**config.mk**
```make
export PLATFORM = sky130hd
export DESIGN_NAME = octave_value_noise_sampler_top
export DESIGN_NICKNAME = d
export VERILOG_FILES = /design/src/rtl/ovns_pkg.sv /design/src/rtl/octave_value_noise_sampler_top.sv /design/src/rtl/ovns_front.sv /design/src/rtl/ovns_div.sv /design/src/rtl/ovns_back.sv
export SDC_FILE = /design/constraint.sdc
export NUM_CORES = 2
export LEC_CHECK = 0
export BUFFER_PORTS_ARGS = -buffer_cell sky130_fd_sc_hd__buf_2
export CORE_AREA = 2 2 439 550
export DETAILED_ROUTE_END_ITERATION = 8
export DIE_AREA = 0 0 441 552
export HOLD_SLACK_MARGIN = 0.05
export PLACE_DENSITY = 0.65
export SLEW_MARGIN = 10
export SYNTH_ARGS = -nofsm -noshare
export SYNTH_HDL_FRONTEND = slang
export SYNTH_SLANG_ARGS = --single-unit
```
**constraint.sdc**
```tcl
create_clock -name clk -period 14 [get_ports clk]
set_input_delay 1.4 -clock clk [delete_from_list [all_inputs] [get_ports clk]]
set_output_delay 1.4 -clock clk [all_outputs]
set_load 0.01 [all_outputs]
```
**src/rtl/ovns_pkg.sv**
```systemverilog
// Shared types and constants for the octave value noise sampler.
// No dependencies; imported by every module of the block.
`default_nettype none
package ovns_pkg;

  localparam int COORD_W = 5;
  localparam int NOISE_W = 16;
  localparam int OCT_W   = 3;
  localparam int PERS_W  = 16;
  localparam int AMP_W   = 29;
  localparam int TOTAL_W = 32;
  localparam int SAMP_W  = 13;
  localparam int SUM_W   = 46;
  localparam int NUM_W   = SUM_W + 4;

  localparam logic       MODE_WRITE = 1'b0;
  localparam logic       MODE_QUERY = 1'b1;

  localparam logic       CFG_IDX_OCTAVE_COUNT = 1'b0;
  localparam logic       CFG_IDX_PERSISTENCE  = 1'b1;

  localparam logic [OCT_W-1:0]  OCTAVE_COUNT_RST = 3'd2;
  localparam logic [PERS_W-1:0] PERSISTENCE_RST  = 16'd16384;
  localparam logic [AMP_W-1:0]  AMP_ONE          = 29'd16384;

  typedef struct packed {
    logic               is_query;
    logic [COORD_W-1:0] col;
    logic [COORD_W-1:0] row;
    logic               cell_bit;
  } cmd_t;

endpackage
`default_nettype wire

```
**src/rtl/octave_value_noise_sampler_top.sv**
```systemverilog
// Top level of the octave value noise sampler: config registers, front
// queue and back engine. Uses ovns_pkg, ovns_front, ovns_back.
//
//  channel  handshake            payload
//  in_      in_push / in_full    in_mode, in_col, in_row, in_cell_bit
//  out_     out_pop / out_empty  out_noise_value, out_col, out_row
//  cfg_     cfg_valid/cfg_ready  cfg_index, cfg_data
//
// A cell write is done by the back end on dispatch. A query takes, per
// octave, four corner reads from the grid memory, amplitude update,
// blend, weight multiply and accumulate, after dispatch; then divider
// start, the bit-serial divider and result load, for up to 7 octaves.
// A zero total weight gives a zero result with no divider steps; a
// saturating quotient skips the 16 divider steps.
// Reset is synchronous; the grid memory is not cleared.
// A full result slot stalls the back end; the front queue keeps accepting
// until its two entries fill.
`default_nettype none
module octave_value_noise_sampler_top
  import ovns_pkg::*;
#(
  parameter int GRID_LOG2 = 5
)(
  input  wire logic               clk,
  input  wire logic               rst_n,
  input  wire logic               in_push,
  output      logic               in_full,
  input  wire logic               in_mode,
  input  wire logic [COORD_W-1:0] in_col,
  input  wire logic [COORD_W-1:0] in_row,
  input  wire logic               in_cell_bit,
  output      logic               out_empty,
  input  wire logic               out_pop,
  output      logic [NOISE_W-1:0] out_noise_value,
  output      logic [COORD_W-1:0] out_col,
  output      logic [COORD_W-1:0] out_row,
  input  wire logic               cfg_valid,
  output      logic               cfg_ready,
  input  wire logic               cfg_index,
  input  wire logic [PERS_W-1:0]  cfg_data
);

  logic [OCT_W-1:0]  octave_count_r;
  logic [PERS_W-1:0] persistence_r;
  logic              cmd_valid, cmd_pop;
  cmd_t              cmd;

  assign cfg_ready = 1'b1;

  always_ff @(posedge clk) begin
    if (!rst_n) begin
      octave_count_r <= OCTAVE_COUNT_RST;
      persistence_r  <= PERSISTENCE_RST;
    end else if (cfg_valid) begin
      case (cfg_index)
        CFG_IDX_OCTAVE_COUNT: octave_count_r <= cfg_data[OCT_W-1:0];
        CFG_IDX_PERSISTENCE:  persistence_r  <= cfg_data;
        default: ;
      endcase
    end
  end

  ovns_front u_front (
    .clk         (clk),
    .rst_n       (rst_n),
    .in_push     (in_push),
    .in_full     (in_full),
    .in_mode     (in_mode),
    .in_col      (in_col),
    .in_row      (in_row),
    .in_cell_bit (in_cell_bit),
    .cmd_valid   (cmd_valid),
    .cmd         (cmd),
    .cmd_pop     (cmd_pop)
  );

  ovns_back #(.GRID_LOG2(GRID_LOG2)) u_back (
    .clk             (clk),
    .rst_n           (rst_n),
    .cmd_valid       (cmd_valid),
    .cmd             (cmd),
    .cmd_pop         (cmd_pop),
    .octave_count    (octave_count_r),
    .persistence     (persistence_r),
    .out_empty       (out_empty),
    .out_pop         (out_pop),
    .out_noise_value (out_noise_value),
    .out_col         (out_col),
    .out_row         (out_row)
  );

endmodule
`default_nettype wire

```
**src/rtl/ovns_front.sv**
```systemverilog
// Front end: accepts input requests, tags them as cell writes or queries
// and holds them in a two-entry queue for the back end. Uses ovns_pkg.
`default_nettype none
module ovns_front
  import ovns_pkg::*;
(
  input  wire logic               clk,
  input  wire logic               rst_n,
  input  wire logic               in_push,
  output      logic               in_full,
  input  wire logic               in_mode,
  input  wire logic [COORD_W-1:0] in_col,
  input  wire logic [COORD_W-1:0] in_row,
  input  wire logic               in_cell_bit,
  output      logic               cmd_valid,
  output      cmd_t               cmd,
  input  wire logic               cmd_pop
);

  cmd_t       q_r [2];
  logic       wr_ptr_r, rd_ptr_r;
  logic [1:0] count_r;
  logic       do_push, do_pop;
  cmd_t       new_cmd;

  assign in_full   = (count_r == 2'd2);
  assign cmd_valid = (count_r != 2'd0);
  assign cmd       = q_r[rd_ptr_r];
  assign do_push   = in_push && !in_full;
  assign do_pop    = cmd_pop && cmd_valid;

  always_comb begin
    new_cmd.is_query = (in_mode == MODE_QUERY);
    new_cmd.col      = in_col;
    new_cmd.row      = in_row;
    new_cmd.cell_bit = in_cell_bit;
  end

  always_ff @(posedge clk) begin
    if (do_push) begin
      q_r[wr_ptr_r] <= new_cmd;
    end
  end

  always_ff @(posedge clk) begin
    if (!rst_n) begin
      wr_ptr_r <= 1'b0;
      rd_ptr_r <= 1'b0;
      count_r  <= 2'd0;
    end else begin
      if (do_push) wr_ptr_r <= ~wr_ptr_r;
      if (do_pop)  rd_ptr_r <= ~rd_ptr_r;
      count_r <= 2'(count_r + {1'b0, do_push} - {1'b0, do_pop});
    end
  end

endmodule
`default_nettype wire

```
**src/rtl/ovns_div.sv**
```systemverilog
// Normalizing divider: restoring division, one quotient bit per cycle,
// with zero-divisor and saturation handled at start. Uses ovns_pkg.
`default_nettype none
module ovns_div
  import ovns_pkg::*;
(
  input  wire logic               clk,
  input  wire logic               rst_n,
  input  wire logic               start,
  input  wire logic [NUM_W-1:0]   num,
  input  wire logic [TOTAL_W-1:0] den,
  output      logic               done,
  output      logic [NOISE_W-1:0] quo
);

  logic               busy_r, done_r;
  logic [4:0]         cnt_r;
  logic [TOTAL_W-1:0] rem_r, den_r;
  logic [NOISE_W-1:0] quo_r, nlo_r;
  logic [TOTAL_W:0]   trial;
  logic               fits;

  assign done  = done_r;
  assign quo   = quo_r;
  assign trial = {rem_r, nlo_r[NOISE_W-1]};
  assign fits  = (trial >= {1'b0, den_r});

  always_ff @(posedge clk) begin
    if (!rst_n) begin
      busy_r <= 1'b0;
      done_r <= 1'b0;
      cnt_r  <= 5'd0;
    end else if (start) begin
      if (den == '0) begin
        quo_r  <= '0;
        done_r <= 1'b1;
        busy_r <= 1'b0;
      end else if (num >= {2'b00, den, 16'h0000}) begin
        quo_r  <= '1;
        done_r <= 1'b1;
        busy_r <= 1'b0;
      end else begin
        // upper bits are zero here since num < den * 2^16
        rem_r  <= num[NOISE_W+TOTAL_W-1:NOISE_W];
        nlo_r  <= num[NOISE_W-1:0];
        den_r  <= den;
        quo_r  <= '0;
        cnt_r  <= 5'd16;
        busy_r <= 1'b1;
        done_r <= 1'b0;
      end
    end else if (busy_r) begin
      rem_r <= fits ? TOTAL_W'(trial - {1'b0, den_r}) : trial[TOTAL_W-1:0];
      quo_r <= {quo_r[NOISE_W-2:0], fits};
      nlo_r <= {nlo_r[NOISE_W-2:0], 1'b0};
      cnt_r <= cnt_r - 5'd1;
      if (cnt_r == 5'd1) begin
        busy_r <= 1'b0;
        done_r <= 1'b1;
      end
    end
  end

endmodule
`default_nettype wire

```
**src/rtl/ovns_back.sv**
```systemverilog
// Back end: grid memory, per-octave corner reads, weighting and sum,
// then the divider and a one-entry result slot. Uses ovns_pkg, ovns_div.
`default_nettype none
module ovns_back
  import ovns_pkg::*;
#(
  parameter int GRID_LOG2 = 5
)(
  input  wire logic               clk,
  input  wire logic               rst_n,
  input  wire logic               cmd_valid,
  input  wire cmd_t               cmd,
  output      logic               cmd_pop,
  input  wire logic [OCT_W-1:0]   octave_count,
  input  wire logic [PERS_W-1:0]  persistence,
  output      logic               out_empty,
  input  wire logic               out_pop,
  output      logic [NOISE_W-1:0] out_noise_value,
  output      logic [COORD_W-1:0] out_col,
  output      logic [COORD_W-1:0] out_row
);

  localparam int G      = GRID_LOG2;
  localparam int ADDR_W = 2 * G;
  localparam int DEPTH  = 1 << ADDR_W;
  localparam int EW     = G + 7;

  localparam logic [2:0] S_IDLE = 3'd0;
  localparam logic [2:0] S_RD   = 3'd1;
  localparam logic [2:0] S_SMP  = 3'd2;
  localparam logic [2:0] S_MAC  = 3'd3;
  localparam logic [2:0] S_ADD  = 3'd4;
  localparam logic [2:0] S_DIV  = 3'd5;
  localparam logic [2:0] S_WAIT = 3'd6;

  logic              mem [DEPTH];
  logic              rd_r;
  logic [ADDR_W-1:0] raddr, waddr;
  logic              we;

  logic [2:0]           state_r;
  logic [2:0]           cnt_r;
  logic [OCT_W-1:0]     i_r, k;
  logic [G-1:0]         c_r, r_r;
  logic [COORD_W-1:0]   col_r, row_r;
  logic [3:0]           corners_r;
  logic [AMP_W-1:0]     amp_r;
  logic [AMP_W+PERS_W-1:0] prod_r;
  logic [TOTAL_W-1:0]   total_r;
  logic [SUM_W-1:0]     sum_r;
  logic [SAMP_W-1:0]    samp_r;
  logic [SAMP_W+AMP_W-1:0] wprod_r;
  logic [AMP_W-1:0]     amp_nxt;

  logic                 ovalid_r;
  logic [NOISE_W-1:0]   onoise_r;
  logic [COORD_W-1:0]   ocol_r, orow_r;

  logic [EW-1:0] ce, re, pe, pm1, nmask, c0e, c1e, r0e, r1e;
  logic [6:0]    hf, vf, p7;
  logic [7:0]    top, bot;
  logic [15:0]   v16;
  logic [3:0]    shamt;
  logic [SAMP_W-1:0] samp_nxt;
  logic [EW-1:0] cs, rs;

  logic               div_start, div_done;
  logic [NOISE_W-1:0] div_quo;

  // octave geometry for the current k
  always_comb begin
    k     = i_r - 3'd1;
    ce    = EW'(c_r);
    re    = EW'(r_r);
    pe    = EW'(1) << k;
    pm1   = pe - EW'(1);
    nmask = (EW'(1) << G) - EW'(1);
    c0e   = ce & ~pm1 & nmask;
    r0e   = re & ~pm1 & nmask;
    c1e   = (c0e + pe) & nmask;
    r1e   = (r0e + pe) & nmask;
    hf    = 7'(ce - c0e);
    vf    = 7'(re - r0e);
    p7    = 7'(pe);
    top   = (corners_r[0] ? {1'b0, 7'(p7 - hf)} : 8'd0) + (corners_r[1] ? {1'b0, hf} : 8'd0);
    bot   = (corners_r[2] ? {1'b0, 7'(p7 - hf)} : 8'd0) + (corners_r[3] ? {1'b0, hf} : 8'd0);
    v16   = 16'(16'(top) * 16'(7'(p7 - vf)) + 16'(bot) * 16'(vf));
    shamt = 4'd12 - {k, 1'b0};
    samp_nxt = SAMP_W'(v16 << shamt);
    cs    = cnt_r[0] ? c1e : c0e;
    rs    = cnt_r[1] ? r1e : r0e;
    raddr = {cs[G-1:0], rs[G-1:0]};
    waddr = {G'(cmd.col), G'(cmd.row)};
    amp_nxt = AMP_W'((prod_r + (AMP_W+PERS_W)'(8192)) >> 14);
  end

  assign cmd_pop   = (state_r == S_IDLE) && cmd_valid;
  assign we        = cmd_pop && !cmd.is_query;
  assign div_start = (state_r == S_DIV);

  always_ff @(posedge clk) begin
    if (we) mem[waddr] <= cmd.cell_bit;
    rd_r <= mem[raddr];
  end

  always_ff @(posedge clk) begin
    if (!rst_n) begin
      state_r  <= S_IDLE;
      ovalid_r <= 1'b0;
      cnt_r    <= 3'd0;
      i_r      <= '0;
    end else begin
      if (out_pop && ovalid_r) ovalid_r <= 1'b0;
      case (state_r)
        S_IDLE: begin
          if (cmd_valid && cmd.is_query) begin
            c_r     <= G'(cmd.col);
            r_r     <= G'(cmd.row);
            col_r   <= cmd.col;
            row_r   <= cmd.row;
            amp_r   <= AMP_ONE;
            total_r <= '0;
            sum_r   <= '0;
            i_r     <= octave_count;
            cnt_r   <= 3'd0;
            state_r <= (octave_count == '0) ? S_DIV : S_RD;
          end
        end
        S_RD: begin
          if (cnt_r == 3'd0) prod_r <= amp_r * persistence;
          if (cnt_r == 3'd1) begin
            amp_r   <= amp_nxt;
            total_r <= total_r + TOTAL_W'(amp_nxt);
          end
          if (cnt_r != 3'd0) corners_r[2'(cnt_r - 3'd1)] <= rd_r;
          cnt_r <= cnt_r + 3'd1;
          if (cnt_r == 3'd4) state_r <= S_SMP;
        end
        S_SMP: begin
          samp_r  <= samp_nxt;
          state_r <= S_MAC;
        end
        S_MAC: begin
          wprod_r <= samp_r * amp_r;
          state_r <= S_ADD;
        end
        S_ADD: begin
          sum_r <= sum_r + SUM_W'(wprod_r);
          i_r   <= i_r - 3'd1;
          cnt_r <= 3'd0;
          state_r <= (i_r == 3'd1) ? S_DIV : S_RD;
        end
        S_DIV: begin
          state_r <= S_WAIT;
        end
        S_WAIT: begin
          // hold the result until the output slot drains
          if (div_done && !ovalid_r) begin
            ovalid_r <= 1'b1;
            onoise_r <= div_quo;
            ocol_r   <= col_r;
            orow_r   <= row_r;
            state_r  <= S_IDLE;
          end
        end
        default: state_r <= S_IDLE;
      endcase
    end
  end

  ovns_div u_div (
    .clk   (clk),
    .rst_n (rst_n),
    .start (div_start),
    .num   ({sum_r, 4'b0000}),
    .den   (total_r),
    .done  (div_done),
    .quo   (div_quo)
  );

  assign out_empty       = !ovalid_r;
  assign out_noise_value = onoise_r;
  assign out_col         = ocol_r;
  assign out_row         = orow_r;

endmodule
`default_nettype wire
```
==> run metrics <==
outcome=finished, final reports clean; Synth async-reset ratio=0%; largest net degree at the start of global routing=between 150 and 200; Tcrit/Tclk final=79.9%; global route overflow=0; Tmin final=between 10,000 and 15,000 ps; WL/cell=between 20 and 25 um; met1 usage=23.7%; YS warnings=0; Slew @ Worst Pin=1240 ps; Area Overhead vs Synth=9.08%; Clk Latency, worst-skew pair=a little over 800 ps; Post-synth top flop=edfxtp_1; clock transition at the registers of the reported paths=about 60 ps; Hold Vio Cnt, Final=0; sequential element share of the synthesized area=44.4%; Crit Path Max Fanout=16; Hold Slack=around 430 ps; number of synthesized flops with an enable pin=between 1,000 and 1,500; DP Worst Slack=between 2000 and 3000 ps; Pwr Density=roughly 250 nW/um^2; met2 usage=between 30% and 40%; Syn Inst Count=roughly 8,400; clk sink count=between 1,000 and 1,500; kind of critical path=flop to flop; syn avg cell area=11.3 um^2; hold_buf cts=0; PostCTS Resize Cnt=0; row count=around 200; Synth area leader=edfxtp_1; CP dominant cell by count=inv_1; post-synth top area share=a little over two fifths; Rel. slew slack=between 10% and 20%; R2R setup slack=around 2800 ps; antenna-violating nets left=0; Slowest cell on crit path=xnor2_1; GR Layer Usage met3=about 2.8%; Ports=63; initial drt markers=just over 5,000; Pleak=between 30 and 40 nW; final cell count without fillers=11,500; DP Wirelength=roughly 160 mm; fin. max-slew vios=0; Final TNS setup=0 ps; GR Util All Layers=19.9%; vias in the first global route=approximately 65,000; TritonRoute pass-1 iters=6; DRC errors left=0; # Post-CTS Setup Buffers=0; max frequency=0.0894 GHz; Core ar.=about 240,000 um^2; Hold/Removal Path Class=flop to flop; placed cell count=around 11,000; CTS tree=built; DR vias=around 62,000; DR vias/cell=approximately 5.4; biggest cell delay along the critical path=~720 ps; CTS H-tree depth=4; Pwr Total=between 20 and 30 mW; Synth area leaders=edfxtp_1, fa_1, mux4_2; Chip Width=between 400 and 500 um; share of layout cells above drive strength 1=9.23%; Die Ht=552 um; Setup violations, final=0; Critical Path RT=14,550 ps; die area=between 200,000 and 250,000 um^2; starting density of the core=between 30% and 40%; first-pass GRT wire length=~380 mm; I/O Buffers=61; synthesis-stage register bit count=1,414; nets@finish=around 9,400; antenna violations before repair=2; Setup Skew=roughly 90 ps; Max VDD drop=0.913 mV; WL final=243 mm; WP data arrival=11,730 ps; CTS Root Cell=clkbuf_16; GRT Max-Usage Layer=met2; setup ws final=~2800 ps; max_cap viols=0; Clock Path Buffers=3; Synth Cell Area=94,700 um^2; Cell variety after synth=82; RSZ-0062 raised after global routing=no; cts bufs inserted=approximately 150; crit start category=flop; GP Congestion=0.867; Setup crit end kind=flop
stage by stage:
stage	util [%]	area (um^2)
2_1_floorplan	-	94800
3_3_place_gp	41.2	98200
3_5_place_dp	41.2	98200
4_1_cts	43.3	103000
5_1_grt	43.3	103000
6_report	43.3	103000
path summary, 6_finish.rpt:
check                           cells past startpoint                 start                    endpoint
worst max-delay path                               38         u_back.i_r[0]           u_back.samp_r[10]
worst min-delay path                                0  u_back.u_div.quo[15]  u_back.out_noise_value[15]
worst max register to register                     38         u_back.i_r[0]           u_back.samp_r[10]
worst min register to register                      0  u_back.u_div.quo[15]  u_back.out_noise_value[15]
report_power, final:
group | switching, mW | leakage [nW] | internal (mW)
Clock | 1.77 | 2.41 | 2.31
Combinational | 9.59 | 23.7 | 6.69
Sequential | 0.289 | 12.7 | 5.43
Yosys cell counts, types with 23 or more instances:
library cell	instances
nand2_1	929
fa_1	752
and2_1	323
xnor2_1	161
buf_1	87
ha_1	420
inv_1	857
nand3_1	71
buf_2	30
nor2_1	1370
xor2_1	85
mux2i_1	102
mux4_2	256
o21a_1	49
and3_1	45
o21ai_0	123
mux2_2	32
clkbuf_1	368
nand4_1	23
nor3_1	56
dfxtp_1	42
nor2b_1	85
o21bai_1	23
a21o_1	96
a211oi_1	49
a21oi_1	266
nand2b_1	43
edfxtp_1	1372
flip-flops by register name (all words and copies together), names as in the netlist, 12 cells and up, named ones only:
register and count:
u_back.mem 1024, u_back.sum_r 46, u_back.wprod_r 42, u_back.total_r 32
u_back.u_div.den_r 32, u_back.u_div.rem_r 32, u_back.prod_r 30, u_back.amp_r 29
u_front.q_r 24, persistence_r 16, u_back.out_noise_value 16, u_back.u_div.quo 16
u_back.samp_r 13, u_back.u_div.nlo_r 12
critical path, delay by kind of cell (launching register included):
kind	cells	cell delay, ps
AOI/OAI and AO/OA	8	1510
xor gates and xnor gates	5	2310
adders and majority gates	10	4610
buffers and inverters	9	990
DFF	1	710
and+or+nand+nor	6	750
cells by family after synthesis:
kind of cell / after synthesis / synth area share, %
xor gates and xnor gates: 247 / 2.29
DFF: 1414 / 44.4
other: 2 / 0.00793
AOI/OAI and AO/OA: 757 / 5.07
buffers and inverters: 1370 / 5.61
and+or+nand+nor: 3000 / 13.6
muxes: 391 / 7.57
adders and majority gates: 1172 / 21.4
layout make-up:
| type | instances | area (um^2) |
|---|---|---|
| diodes | 3 | 7.51 |
| clock buffers | 184 | 3890 |
| clock inverters | 88 | 1140 |
| fillers | 21900 | 135000 |
| inverters | 859 | 3220 |
| multi-input cells | 5590 | 47700 |
| flip-flops and latches | 1414 | 42000 |
| well taps | 3146 | 3940 |
| repair buffers | 198 | 1400 |
routing by layer:
| layer | part of all wire, % | wire, um | vias up |
|---|---|---|---|
| met5 | 0.0082 | 20 | - |
| met2 | 52 | 127000 | 1949 |
| met3 | 6.0 | 14500 | 517 |
| met1 | 38 | 91800 | 31900 |
| li1 | - | - | 27700 |
| met4 | 3.8 | 9260 | 2 |
placed cells by master (no fill, tap or decap), drive strengths merged, types with 96 or more instances in the layout:
cell type	n
xnor2	162
and2	323
clkbuf	184
mux2i	103
nor2	1371
a21o	96
o21ai	128
nand2	930
inv	867
mux4	256
fa	752
ha	420
edfxtp	1372
a21oi	266
buf	198
Power figures use the tool's default switching activity.
